--- src/rtl/bidi_pkg.sv ---
package bidi_pkg;

  localparam int LVL_W = 7;
  localparam int CLS_W = 5;
  localparam int OVR_W = 2;

  localparam logic [CLS_W-1:0] CL_L   = 5'd0;
  localparam logic [CLS_W-1:0] CL_R   = 5'd1;
  localparam logic [CLS_W-1:0] CL_BN  = 5'd9;
  localparam logic [CLS_W-1:0] CL_B   = 5'd10;
  localparam logic [CLS_W-1:0] CL_LRE = 5'd14;
  localparam logic [CLS_W-1:0] CL_LRO = 5'd15;
  localparam logic [CLS_W-1:0] CL_RLE = 5'd16;
  localparam logic [CLS_W-1:0] CL_RLO = 5'd17;
  localparam logic [CLS_W-1:0] CL_PDF = 5'd18;
  localparam logic [CLS_W-1:0] CL_LRI = 5'd19;
  localparam logic [CLS_W-1:0] CL_RLI = 5'd20;
  localparam logic [CLS_W-1:0] CL_FSI = 5'd21;
  localparam logic [CLS_W-1:0] CL_PDI = 5'd22;

  typedef enum logic [OVR_W-1:0] {
    OVR_NONE = 2'd0,
    OVR_LTR  = 2'd1,
    OVR_RTL  = 2'd2
  } ovr_t;

  typedef enum logic {
    S_IDLE = 1'b0,
    S_POP  = 1'b1
  } state_t;

  function automatic logic [CLS_W-1:0] apply_ovr(input ovr_t ovr, input logic [CLS_W-1:0] cls);
    logic [CLS_W-1:0] res;
    unique case (ovr)
      OVR_LTR: res = CL_L;
      OVR_RTL: res = CL_R;
      default: res = cls;
    endcase
    return res;
  endfunction

endpackage

--- src/rtl/bidi_ram.sv ---
module bidi_ram #(
  parameter int WIDTH = 16,
  parameter int DEPTH = 128
) (
  input  logic                     clk,
  input  logic                     we,
  input  logic [$clog2(DEPTH)-1:0] waddr,
  input  logic [WIDTH-1:0]         wdata,
  input  logic                     re,
  input  logic [$clog2(DEPTH)-1:0] raddr,
  output logic [WIDTH-1:0]         rdata
);

  logic [WIDTH-1:0] mem [DEPTH];

  always_ff @(posedge clk) begin
    if (we) begin
      mem[waddr] <= wdata;
    end
    if (re) begin
      rdata <= mem[raddr];
    end
  end

endmodule

--- src/rtl/bidi_explicit_level_resolver.sv ---
// Explicit embedding level resolver for bidirectional text (rules X1 to X8).
// Each input item carries one character's bidi class; each gives exactly one
// result item with its explicit level, a flag that is low for items removed by
// X9 (embeddings, overrides, PDF, BN), and its class after any override, with
// FSI turned into LRI or RLI. The directional status stack sits in a RAM with
// a registered read; the top entry, the index of the topmost isolate entry,
// the depth and the overflow counters sit in flip-flops. A PDF or PDI that
// pops to an entry above the paragraph entry waits in the pop state for the
// read of the new top from the stack RAM before its result is loaded. An
// input buffer and an output register let the next item be taken while a
// result waits. base_level may be written only while the block is idle; a
// text_start item clears the stack and counters before it is handled.
module bidi_explicit_level_resolver
  import bidi_pkg::*;
#(
  parameter int STACK_ENTRIES   = 127,
  parameter int MAX_DEPTH_LEVEL = 125,
  parameter int COUNTER_BITS    = 16
) (
  input  logic        clk,
  input  logic        rst_n,
  input  logic        in_tvalid,
  output logic        in_tready,
  input  logic [7:0]  in_tdata,   // char_class[4:0], fsi_is_rtl[5], text_start[6], zero[7]
  output logic        out_tvalid,
  input  logic        out_tready,
  output logic [15:0] out_tdata,  // embed_level[6:0], level_assigned[7], out_class[12:8], zero
  input  logic        cfg_valid,
  output logic        cfg_ready,
  input  logic [0:0]  cfg_data    // base_level
);

  localparam int IW = $clog2(STACK_ENTRIES);
  localparam int DW = $clog2(STACK_ENTRIES + 1);
  localparam int EW = LVL_W + OVR_W + IW;
  localparam logic [COUNTER_BITS-1:0] CNT_MAX   = '1;
  localparam logic [DW-1:0]           DEPTH_TOP = DW'(STACK_ENTRIES);
  localparam logic [LVL_W:0]          LVL_LIMIT = (LVL_W + 1)'(MAX_DEPTH_LEVEL);

  state_t state_r, state_nxt;

  // input buffer
  logic             ib_valid_r;
  logic [CLS_W-1:0] ib_cls_r;
  logic             ib_fsi_r;
  logic             ib_start_r;

  // stack control state
  logic [DW-1:0]           depth_r, depth_nxt;
  logic [IW-1:0]           last_iso_r, last_iso_nxt;
  logic [IW-1:0]           open_iso_r, open_iso_nxt;
  logic [COUNTER_BITS-1:0] iso_ovf_r, iso_ovf_nxt;
  logic [COUNTER_BITS-1:0] emb_ovf_r, emb_ovf_nxt;
  logic [LVL_W-1:0]        top_level_r, top_level_nxt;
  ovr_t                    top_ovr_r, top_ovr_nxt;
  logic                    base_r;
  logic                    pend_pdi_r, pend_pdi_nxt;

  // output register
  logic             out_valid_r;
  logic [LVL_W-1:0] out_level_r;
  logic             out_asg_r;
  logic [CLS_W-1:0] out_cls_r;

  // stack RAM
  logic          ram_we, ram_re;
  logic [IW-1:0] ram_waddr, ram_raddr;
  logic [EW-1:0] ram_wdata, ram_rdata;

  logic             go, out_free, need_read;
  logic             res_load, res_asg;
  logic [LVL_W-1:0] res_level;
  logic [CLS_W-1:0] res_cls;

  // effective state after an optional text_start clear
  logic [DW-1:0]           depth_eff, depth_m1;
  logic [IW-1:0]           last_iso_eff, open_eff, top_idx;
  logic [COUNTER_BITS-1:0] iso_eff, emb_eff;
  logic                    at_base, top_iso, room, rtl;
  logic [LVL_W-1:0]        cur_level, base_level;
  ovr_t                    cur_ovr;
  logic [LVL_W:0]          lvl_odd, lvl_even, lvl;
  ovr_t                    push_ovr;
  ovr_t                    rd_ovr;
  logic [LVL_W-1:0]        rd_level;
  logic [IW-1:0]           rd_link;

  bidi_ram #(
    .WIDTH (EW),
    .DEPTH (STACK_ENTRIES)
  ) u_stack (
    .clk   (clk),
    .we    (ram_we),
    .waddr (ram_waddr),
    .wdata (ram_wdata),
    .re    (ram_re),
    .raddr (ram_raddr),
    .rdata (ram_rdata)
  );

  assign out_free  = !out_valid_r || out_tready;
  assign go        = (state_r == S_IDLE) && ib_valid_r && out_free;
  assign in_tready = !ib_valid_r || go;
  assign cfg_ready = 1'b1;

  assign out_tvalid = out_valid_r;
  assign out_tdata  = {3'b000, out_cls_r, out_asg_r, out_level_r};

  assign base_level   = LVL_W'(base_r);
  assign depth_eff    = ib_start_r ? DW'(1) : depth_r;
  assign last_iso_eff = ib_start_r ? '0 : last_iso_r;
  assign open_eff     = ib_start_r ? '0 : open_iso_r;
  assign iso_eff      = ib_start_r ? '0 : iso_ovf_r;
  assign emb_eff      = ib_start_r ? '0 : emb_ovf_r;
  assign at_base      = depth_eff == DW'(1);
  assign cur_level    = at_base ? base_level : top_level_r;
  assign cur_ovr      = at_base ? OVR_NONE : top_ovr_r;
  assign depth_m1     = depth_eff - DW'(1);
  assign top_idx      = depth_m1[IW-1:0];
  assign top_iso      = !at_base && (last_iso_eff == top_idx);
  assign room         = (iso_eff == '0) && (emb_eff == '0) && (depth_eff < DEPTH_TOP);
  assign lvl_odd      = ({1'b0, cur_level} + (LVL_W + 1)'(1)) | (LVL_W + 1)'(1);
  assign lvl_even     = ({1'b0, cur_level} + (LVL_W + 1)'(2)) & ~(LVL_W + 1)'(1);
  assign rtl          = (ib_cls_r == CL_RLI) || (ib_cls_r == CL_RLE) ||
                        (ib_cls_r == CL_RLO) || ((ib_cls_r == CL_FSI) && ib_fsi_r);
  assign lvl          = rtl ? lvl_odd : lvl_even;
  assign push_ovr     = (ib_cls_r == CL_RLO) ? OVR_RTL :
                        (ib_cls_r == CL_LRO) ? OVR_LTR : OVR_NONE;

  assign rd_level = ram_rdata[LVL_W-1:0];
  assign rd_ovr   = ovr_t'(ram_rdata[LVL_W +: OVR_W]);
  assign rd_link  = ram_rdata[LVL_W+OVR_W +: IW];

  // next state
  always_comb begin
    state_nxt = state_r;
    unique case (state_r)
      S_IDLE: if (go && need_read) begin
        state_nxt = S_POP;
      end
      S_POP: state_nxt = S_IDLE;
      default: state_nxt = S_IDLE;
    endcase
  end

  // stack update and result
  always_comb begin
    depth_nxt     = depth_r;
    last_iso_nxt  = last_iso_r;
    open_iso_nxt  = open_iso_r;
    iso_ovf_nxt   = iso_ovf_r;
    emb_ovf_nxt   = emb_ovf_r;
    top_level_nxt = top_level_r;
    top_ovr_nxt   = top_ovr_r;
    pend_pdi_nxt  = pend_pdi_r;
    ram_we        = 1'b0;
    ram_waddr     = depth_eff[IW-1:0];
    ram_wdata     = {last_iso_eff, push_ovr, lvl[LVL_W-1:0]};
    ram_re        = 1'b0;
    ram_raddr     = '0;
    need_read     = 1'b0;
    res_load      = 1'b0;
    res_level     = '0;
    res_asg       = 1'b0;
    res_cls       = ib_cls_r;

    if (state_r == S_POP) begin
      top_level_nxt = rd_level;
      top_ovr_nxt   = rd_ovr;
      last_iso_nxt  = rd_link;
      res_load      = 1'b1;
      if (pend_pdi_r) begin
        res_level = rd_level;
        res_asg   = 1'b1;
        res_cls   = apply_ovr(rd_ovr, CL_PDI);
      end else begin
        res_cls = CL_PDF;
      end
    end else if (go) begin
      depth_nxt    = depth_eff;
      last_iso_nxt = last_iso_eff;
      open_iso_nxt = open_eff;
      iso_ovf_nxt  = iso_eff;
      emb_ovf_nxt  = emb_eff;
      res_load     = 1'b1;
      unique case (ib_cls_r)
        CL_RLE, CL_RLO, CL_LRE, CL_LRO: begin
          if (room && (lvl <= LVL_LIMIT)) begin
            ram_we        = 1'b1;
            top_level_nxt = lvl[LVL_W-1:0];
            top_ovr_nxt   = push_ovr;
            depth_nxt     = depth_eff + DW'(1);
          end else if ((iso_eff == '0) && (emb_eff != CNT_MAX)) begin
            emb_ovf_nxt = emb_eff + COUNTER_BITS'(1);
          end
        end
        CL_LRI, CL_RLI, CL_FSI: begin
          res_level = cur_level;
          res_asg   = 1'b1;
          if (cur_ovr != OVR_NONE) begin
            res_cls = apply_ovr(cur_ovr, ib_cls_r);
          end else if (ib_cls_r == CL_FSI) begin
            res_cls = rtl ? CL_RLI : CL_LRI;
          end
          if (room && (lvl <= LVL_LIMIT)) begin
            // an isolate entry links to itself as the topmost isolate
            ram_we        = 1'b1;
            ram_wdata     = {depth_eff[IW-1:0], OVR_NONE, lvl[LVL_W-1:0]};
            top_level_nxt = lvl[LVL_W-1:0];
            top_ovr_nxt   = OVR_NONE;
            last_iso_nxt  = depth_eff[IW-1:0];
            depth_nxt     = depth_eff + DW'(1);
            open_iso_nxt  = open_eff + IW'(1);
          end else if (iso_eff != CNT_MAX) begin
            iso_ovf_nxt = iso_eff + COUNTER_BITS'(1);
          end
        end
        CL_PDI: begin
          res_level = cur_level;
          res_asg   = 1'b1;
          res_cls   = apply_ovr(cur_ovr, CL_PDI);
          if (iso_eff != '0) begin
            iso_ovf_nxt = iso_eff - COUNTER_BITS'(1);
          end else if (open_eff != '0) begin
            // drop everything down to and including the topmost isolate
            emb_ovf_nxt  = '0;
            open_iso_nxt = open_eff - IW'(1);
            depth_nxt    = DW'(last_iso_eff);
            if (last_iso_eff == IW'(1)) begin
              last_iso_nxt = '0;
              res_level    = base_level;
              res_cls      = CL_PDI;
            end else begin
              ram_re       = 1'b1;
              ram_raddr    = last_iso_eff - IW'(1);
              need_read    = 1'b1;
              pend_pdi_nxt = 1'b1;
              res_load     = 1'b0;
            end
          end
        end
        CL_PDF: begin
          if (iso_eff == '0) begin
            if (emb_eff != '0) begin
              emb_ovf_nxt = emb_eff - COUNTER_BITS'(1);
            end else if (!at_base && !top_iso) begin
              depth_nxt = depth_m1;
              if (depth_eff != DW'(2)) begin
                ram_re       = 1'b1;
                ram_raddr    = top_idx - IW'(1);
                need_read    = 1'b1;
                pend_pdi_nxt = 1'b0;
                res_load     = 1'b0;
              end
            end
          end
        end
        CL_B: begin
          res_level    = base_level;
          res_asg      = 1'b1;
          depth_nxt    = DW'(1);
          last_iso_nxt = '0;
          open_iso_nxt = '0;
          iso_ovf_nxt  = '0;
          emb_ovf_nxt  = '0;
        end
        CL_BN: begin
          res_asg = 1'b0;
        end
        default: begin
          res_level = cur_level;
          res_asg   = 1'b1;
          res_cls   = apply_ovr(cur_ovr, ib_cls_r);
        end
      endcase
    end
  end

  always_ff @(posedge clk) begin
    if (!rst_n) begin
      state_r     <= S_IDLE;
      ib_valid_r  <= 1'b0;
      out_valid_r <= 1'b0;
      depth_r     <= DW'(1);
      last_iso_r  <= '0;
      open_iso_r  <= '0;
      iso_ovf_r   <= '0;
      emb_ovf_r   <= '0;
      base_r      <= 1'b0;
    end else begin
      state_r    <= state_nxt;
      depth_r    <= depth_nxt;
      last_iso_r <= last_iso_nxt;
      open_iso_r <= open_iso_nxt;
      iso_ovf_r  <= iso_ovf_nxt;
      emb_ovf_r  <= emb_ovf_nxt;
      if (in_tvalid && in_tready) begin
        ib_valid_r <= 1'b1;
      end else if (go) begin
        ib_valid_r <= 1'b0;
      end
      if (res_load) begin
        out_valid_r <= 1'b1;
      end else if (out_tready) begin
        out_valid_r <= 1'b0;
      end
      if (cfg_valid && cfg_ready) begin
        base_r <= cfg_data[0];
      end
    end
  end

  always_ff @(posedge clk) begin
    top_level_r <= top_level_nxt;
    top_ovr_r   <= top_ovr_nxt;
    pend_pdi_r  <= pend_pdi_nxt;
    if (in_tvalid && in_tready) begin
      ib_cls_r   <= in_tdata[4:0];
      ib_fsi_r   <= in_tdata[5];
      ib_start_r <= in_tdata[6];
    end
    if (res_load) begin
      out_level_r <= res_level;
      out_asg_r   <= res_asg;
      out_cls_r   <= res_cls;
    end
  end

endmodule

--- config.mk ---
export PLATFORM = sky130hd
export DESIGN_NAME = bidi_explicit_level_resolver
export DESIGN_NICKNAME = d
export VERILOG_FILES = /design/src/rtl/bidi_pkg.sv /design/src/rtl/bidi_ram.sv /design/src/rtl/bidi_explicit_level_resolver.sv
export SDC_FILE = /design/constraint.sdc
export NUM_CORES = 2
export LEC_CHECK = 0
export ABC_AREA = 0
export BUFFER_PORTS_ARGS = -buffer_cell sky130_fd_sc_hd__buf_2
export CAP_MARGIN = 10
export CORE_MARGIN = 2
export CORE_UTILIZATION = 58
export CTS_BUF_LIST = sky130_fd_sc_hd__clkbuf_4 sky130_fd_sc_hd__clkbuf_8 sky130_fd_sc_hd__clkbuf_16
export CTS_CLUSTER_SIZE = 16
export DETAILED_ROUTE_END_ITERATION = 6
export PLACE_DENSITY = 0.74
export SYNTH_ARGS = -nofsm -noshare
export SYNTH_HDL_FRONTEND = slang
export SYNTH_SLANG_ARGS = --single-unit
--- constraint.sdc ---
create_clock -name clk -period 14.4 [get_ports clk]
set_input_delay 3.6 -clock clk [delete_from_list [all_inputs] [get_ports clk]]
set_output_delay 3.6 -clock clk [all_outputs]
set_load 0.05 [all_outputs]
==> run_results.csv <==
group,metric,value,unit
status,status,"complete, no violations",
power_and_ir_drop,p_total,12.59,mW
placement,place_congestion,0.9500,
timing,holdWs,0.4946,ns
cts,hold_buffers,0,
grt,grt_usage,33.90,%
synth,synth_area,90240,µm²
hold_path,min_path_cells,2,
cts,post_cts_buffers,0,
timing,tightest_slew,1.338,ns
cells_and_area,fillCellCount,10970,
die,ios,33,
hold_path,holdCritPathClass,"reg2reg",
cts,cts_made_buffers,205,
timing,hold_viol_final,0,
hold_path,hold_end,"open_iso_r[0]$_SDFFE_PN0P_",
hold_path,worstHoldStart,"open_iso_r[0]$_SDFFE_PN0P_",
power_and_ir_drop,vdd_ir_drop_max,0.0001365,V
cells_and_area,final_layout_size_suffix_gt1_share,10.09,%
timing,fmax,112.3,MHz
worst_setup_path,path_max_fanout,55,
grt,overflow,0,
cts,cts.path.max_buffers,3,
timing,slew_viol_final,0,
drt,wirelength,273100,µm
worst_setup_path,rr_worst_depth,19,
cts,cts_root_buffer,"clkbuf_16",
drt,drt_first_pass_iters,7,
placement,dp_hpwl,155900,µm
die,core.rowCount,144,
timing,fin_crit,8.906,ns
worst_setup_path,crit_type,"in2reg",
timing,finalSetupViolations,0,
timing,slew_headroom,10.45,%
timing,fin_tns_setup,0,ns
drt,detail_route.vias_per_cell,6.838,
worst_setup_path,reg2reg_slack,5.97,ns
synth,synth_cell_types,105,
worst_setup_path,r2r_end,"u_stack.mem[0][14]$_DFFE_PP_",
synth,seq_area_frac_synth,70.41,%
drt,post-route-drc-count,0,
die,die-area,158800,µm²
worst_setup_path,start_kind,"primary input",
cells_and_area,area_growth,10.41,%
job,maxCapViolations,0,
drt,via_count,63680,
cts,cts_resized,0,
power_and_ir_drop,leakage,34.09,nW
grt,grt_pass1_wl,395600,µm
synth,syn-instance-count,7134,
cts,clkSinkCount,2135,
worst_setup_path,end_kind,"flip-flop",
synth,yosys_warnings,0,
cells_and_area,ff_latch_area,63540,µm²
grt,grt_max_degree,164,
die,fp.dieW,398.4,µm
drt,wl_per_cell,29.32,µm
grt,grt_pass1_vias,59770,
cts,clk_pin_slew_worst_paths,0.06,ns
drt,drt.antenna.violating_nets,0,
synth,ys_ff_latch,2135,
die,start_util,58.51,%
synth,synthArstFlopShare,0,%
die,core,154200,µm²
worst_setup_path,crit_required,14.99,ns
cts,cts_tree,"yes",
cells_and_area,multi_input_comb_area,24380,µm²
placement,port_buffers,27,
cts,htree_levels,4,
grt,antenna_found_initial,8,
drt,drt_iter0_markers,10590,
synth,synth-edff-count,2078,
worst_setup_path,cp.arrival,9.49,ns
timing,grt_setup_unrepaired,"no",
worst_setup_path,reg2reg_from,"depth_r[1]$_SDFFE_PN0P_",
cts,insertion_delay,0.86,ns
die,die_h,398.4,µm
synth,syn_avg_cell_area,12.65,µm²
timing,skew,0.05730,ns
synth,synth-main-ff-cell,"edfxtp_1",
power_and_ir_drop,powerDensity,126.3,nW/µm²
timing,fin_crit_sh,61.85,%
cells_and_area,nets,7133,
==> placed cells by master (no fill, tap or decap), types with 32 or more instances in the layout <==
| master | netlist | final |
|---|---|---|
| a211oi_1 | 132 | 132 |
| a21oi_1 | 323 | 320 |
| a221oi_1 | 38 | 38 |
| a22oi_1 | 32 | 32 |
| a31oi_1 | 114 | 114 |
| a32oi_1 | 33 | 33 |
| and3_1 | 230 | 230 |
| buf_4 | 35 | 248 |
| clkbuf_16 | 0 | 208 |
| clkbuf_4 | 0 | 51 |
| clkinv_1 | 1 | 39 |
| clkinv_2 | 0 | 38 |
| dfxtp_1 | 57 | 57 |
| edfxtp_1 | 2078 | 2078 |
| inv_1 | 37 | 33 |
| mux2i_1 | 140 | 139 |
| nand2_1 | 1254 | 1252 |
| nand3_1 | 865 | 863 |
| nand4_1 | 47 | 47 |
| nor2_1 | 294 | 282 |
| nor3_1 | 94 | 93 |
| nor4_1 | 38 | 36 |
| o211ai_1 | 89 | 89 |
| o21ai_0 | 171 | 167 |
| o22ai_1 | 49 | 49 |
==> Yosys cell counts, types with 47 or more instances <==
library cell	number	area [µm²]
a211oi_1	132	991.0
a21oi_1	323	1617
a31oi_1	114	713.2
and3_1	230	1439
buf_2	219	1096
clkbuf_1	231	867.1
dfxtp_1	57	1141
edfxtp_1	2078	62400
mux2i_1	140	1401
nand2_1	1254	4707
nand3_1	865	4329
nand4_1	47	294.0
nor2_1	294	1104
nor3_1	94	470.5
o211ai_1	89	668.1
o21ai_0	171	855.8
o22ai_1	49	306.5
==> critical path, stage by stage <==
cell,delay [ns]
buf_2,0.07
nand2b_1,0.42
and2_4,0.72
nand2_1,0.41
or3_1,0.53
o31a_2,0.17
buf_4,0.27
nor2_4,0.69
buf_4,0.71
nand3_1,0.14
nand3_1,0.20
a21oi_1,0.09
nor4_1,1.01
or3_1,0.27
o21ai_1,0.08
==> worst max-delay path by stage <==
| stage | startpoint | endpoint |
|---|---|---|
| 3_5_place_dp | out_tready | u_stack.rdata[3]$_DFFE_PP_ |
| 3_3_place_gp | out_tready | u_stack.rdata[3]$_DFFE_PP_ |
| 6_report | out_tready | u_stack.rdata[3]$_DFFE_PP_ |
| 5_1_grt | out_tready | u_stack.rdata[3]$_DFFE_PP_ |
| 4_1_cts | out_tready | u_stack.rdata[3]$_DFFE_PP_ |
| 2_1_floorplan | out_tready | u_stack.mem[0][11]$_DFFE_PP_ |
==> kinds of logic (layout without fill, tap and decap cells) <==
family / after synthesis / after routing / synth area share [%]
and+or+nand+nor: 2976 / 2976 / 15.19
DFF: 2135 / 2135 / 70.41
AOI/OAI and AO/OA: 1241 / 1241 / 9.148
buffers and inverters: 570 / 702 / 2.870
muxes: 151 / 151 / 1.703
xor gates and xnor gates: 40 / 40 / 0.4035
adders and majority gates: 19 / 19 / 0.2634
other: 2 / 5 / 0.008322
==> flip-flops by register name, indices dropped and copies added, names as in the netlist, 5 cells and up <==
register / cells
top_level_r: 7
depth_r: 7
out_cls_r: 5
ib_cls_r: 5
emb_ovf_r: 16
last_iso_r: 7
open_iso_r: 7
out_level_r: 7
u_stack.rdata: 16
u_stack.mem: 2032
iso_ovf_r: 16
==> final cells by class <==
class,instances,share of cell area (%)
Sequential cell,2135,63.77
Multi-Input combinational cell,4431,24.47
Clock buffer,266,5.705
Tap cell,2044,2.567
Timing Repair Buffer,288,2.265
Clock inverter,109,1.057
Inverter,39,0.1570
Antenna cell,1,0.002512
==> per-stage QoR <==
step	utilization (%)	instance area [µm²]	setup WS [ns]	std cells
6_report	64.60	99640	5.494	9313
4_1_cts	64.60	99630	5.726	9312
3_3_place_gp	60.23	92900	4.846	8937
5_1_grt	64.60	99630	5.477	9312
3_5_place_dp	60.23	92900	4.854	8937
2_1_floorplan	-	90250	3.798	7136
==> power breakdown <==
group	internal (mW)	leakage [nW]	total, mW	switching [mW]
sequential	6.81	19.6	6.83	0.0156
clock	3.04	3.36	5.36	2.32
combinational	0.0766	11.1	0.398	0.321
==> routing by layer <==
metal | wire [µm] | track usage, % | part of all wire [%] | vias up
met2 | 122000 | 51.05 | 45 | 4730
met4 | 15370 | 16.93 | 5.6 | 10
met5 | 76 | 0 | 0.028 | -
met1 | 97840 | 45.97 | 36 | 31200
met3 | 37760 | 8.927 | 14 | 785
li1 | - | - | - | 26950
No activity file was read; power rests on OpenSTA's default activity.
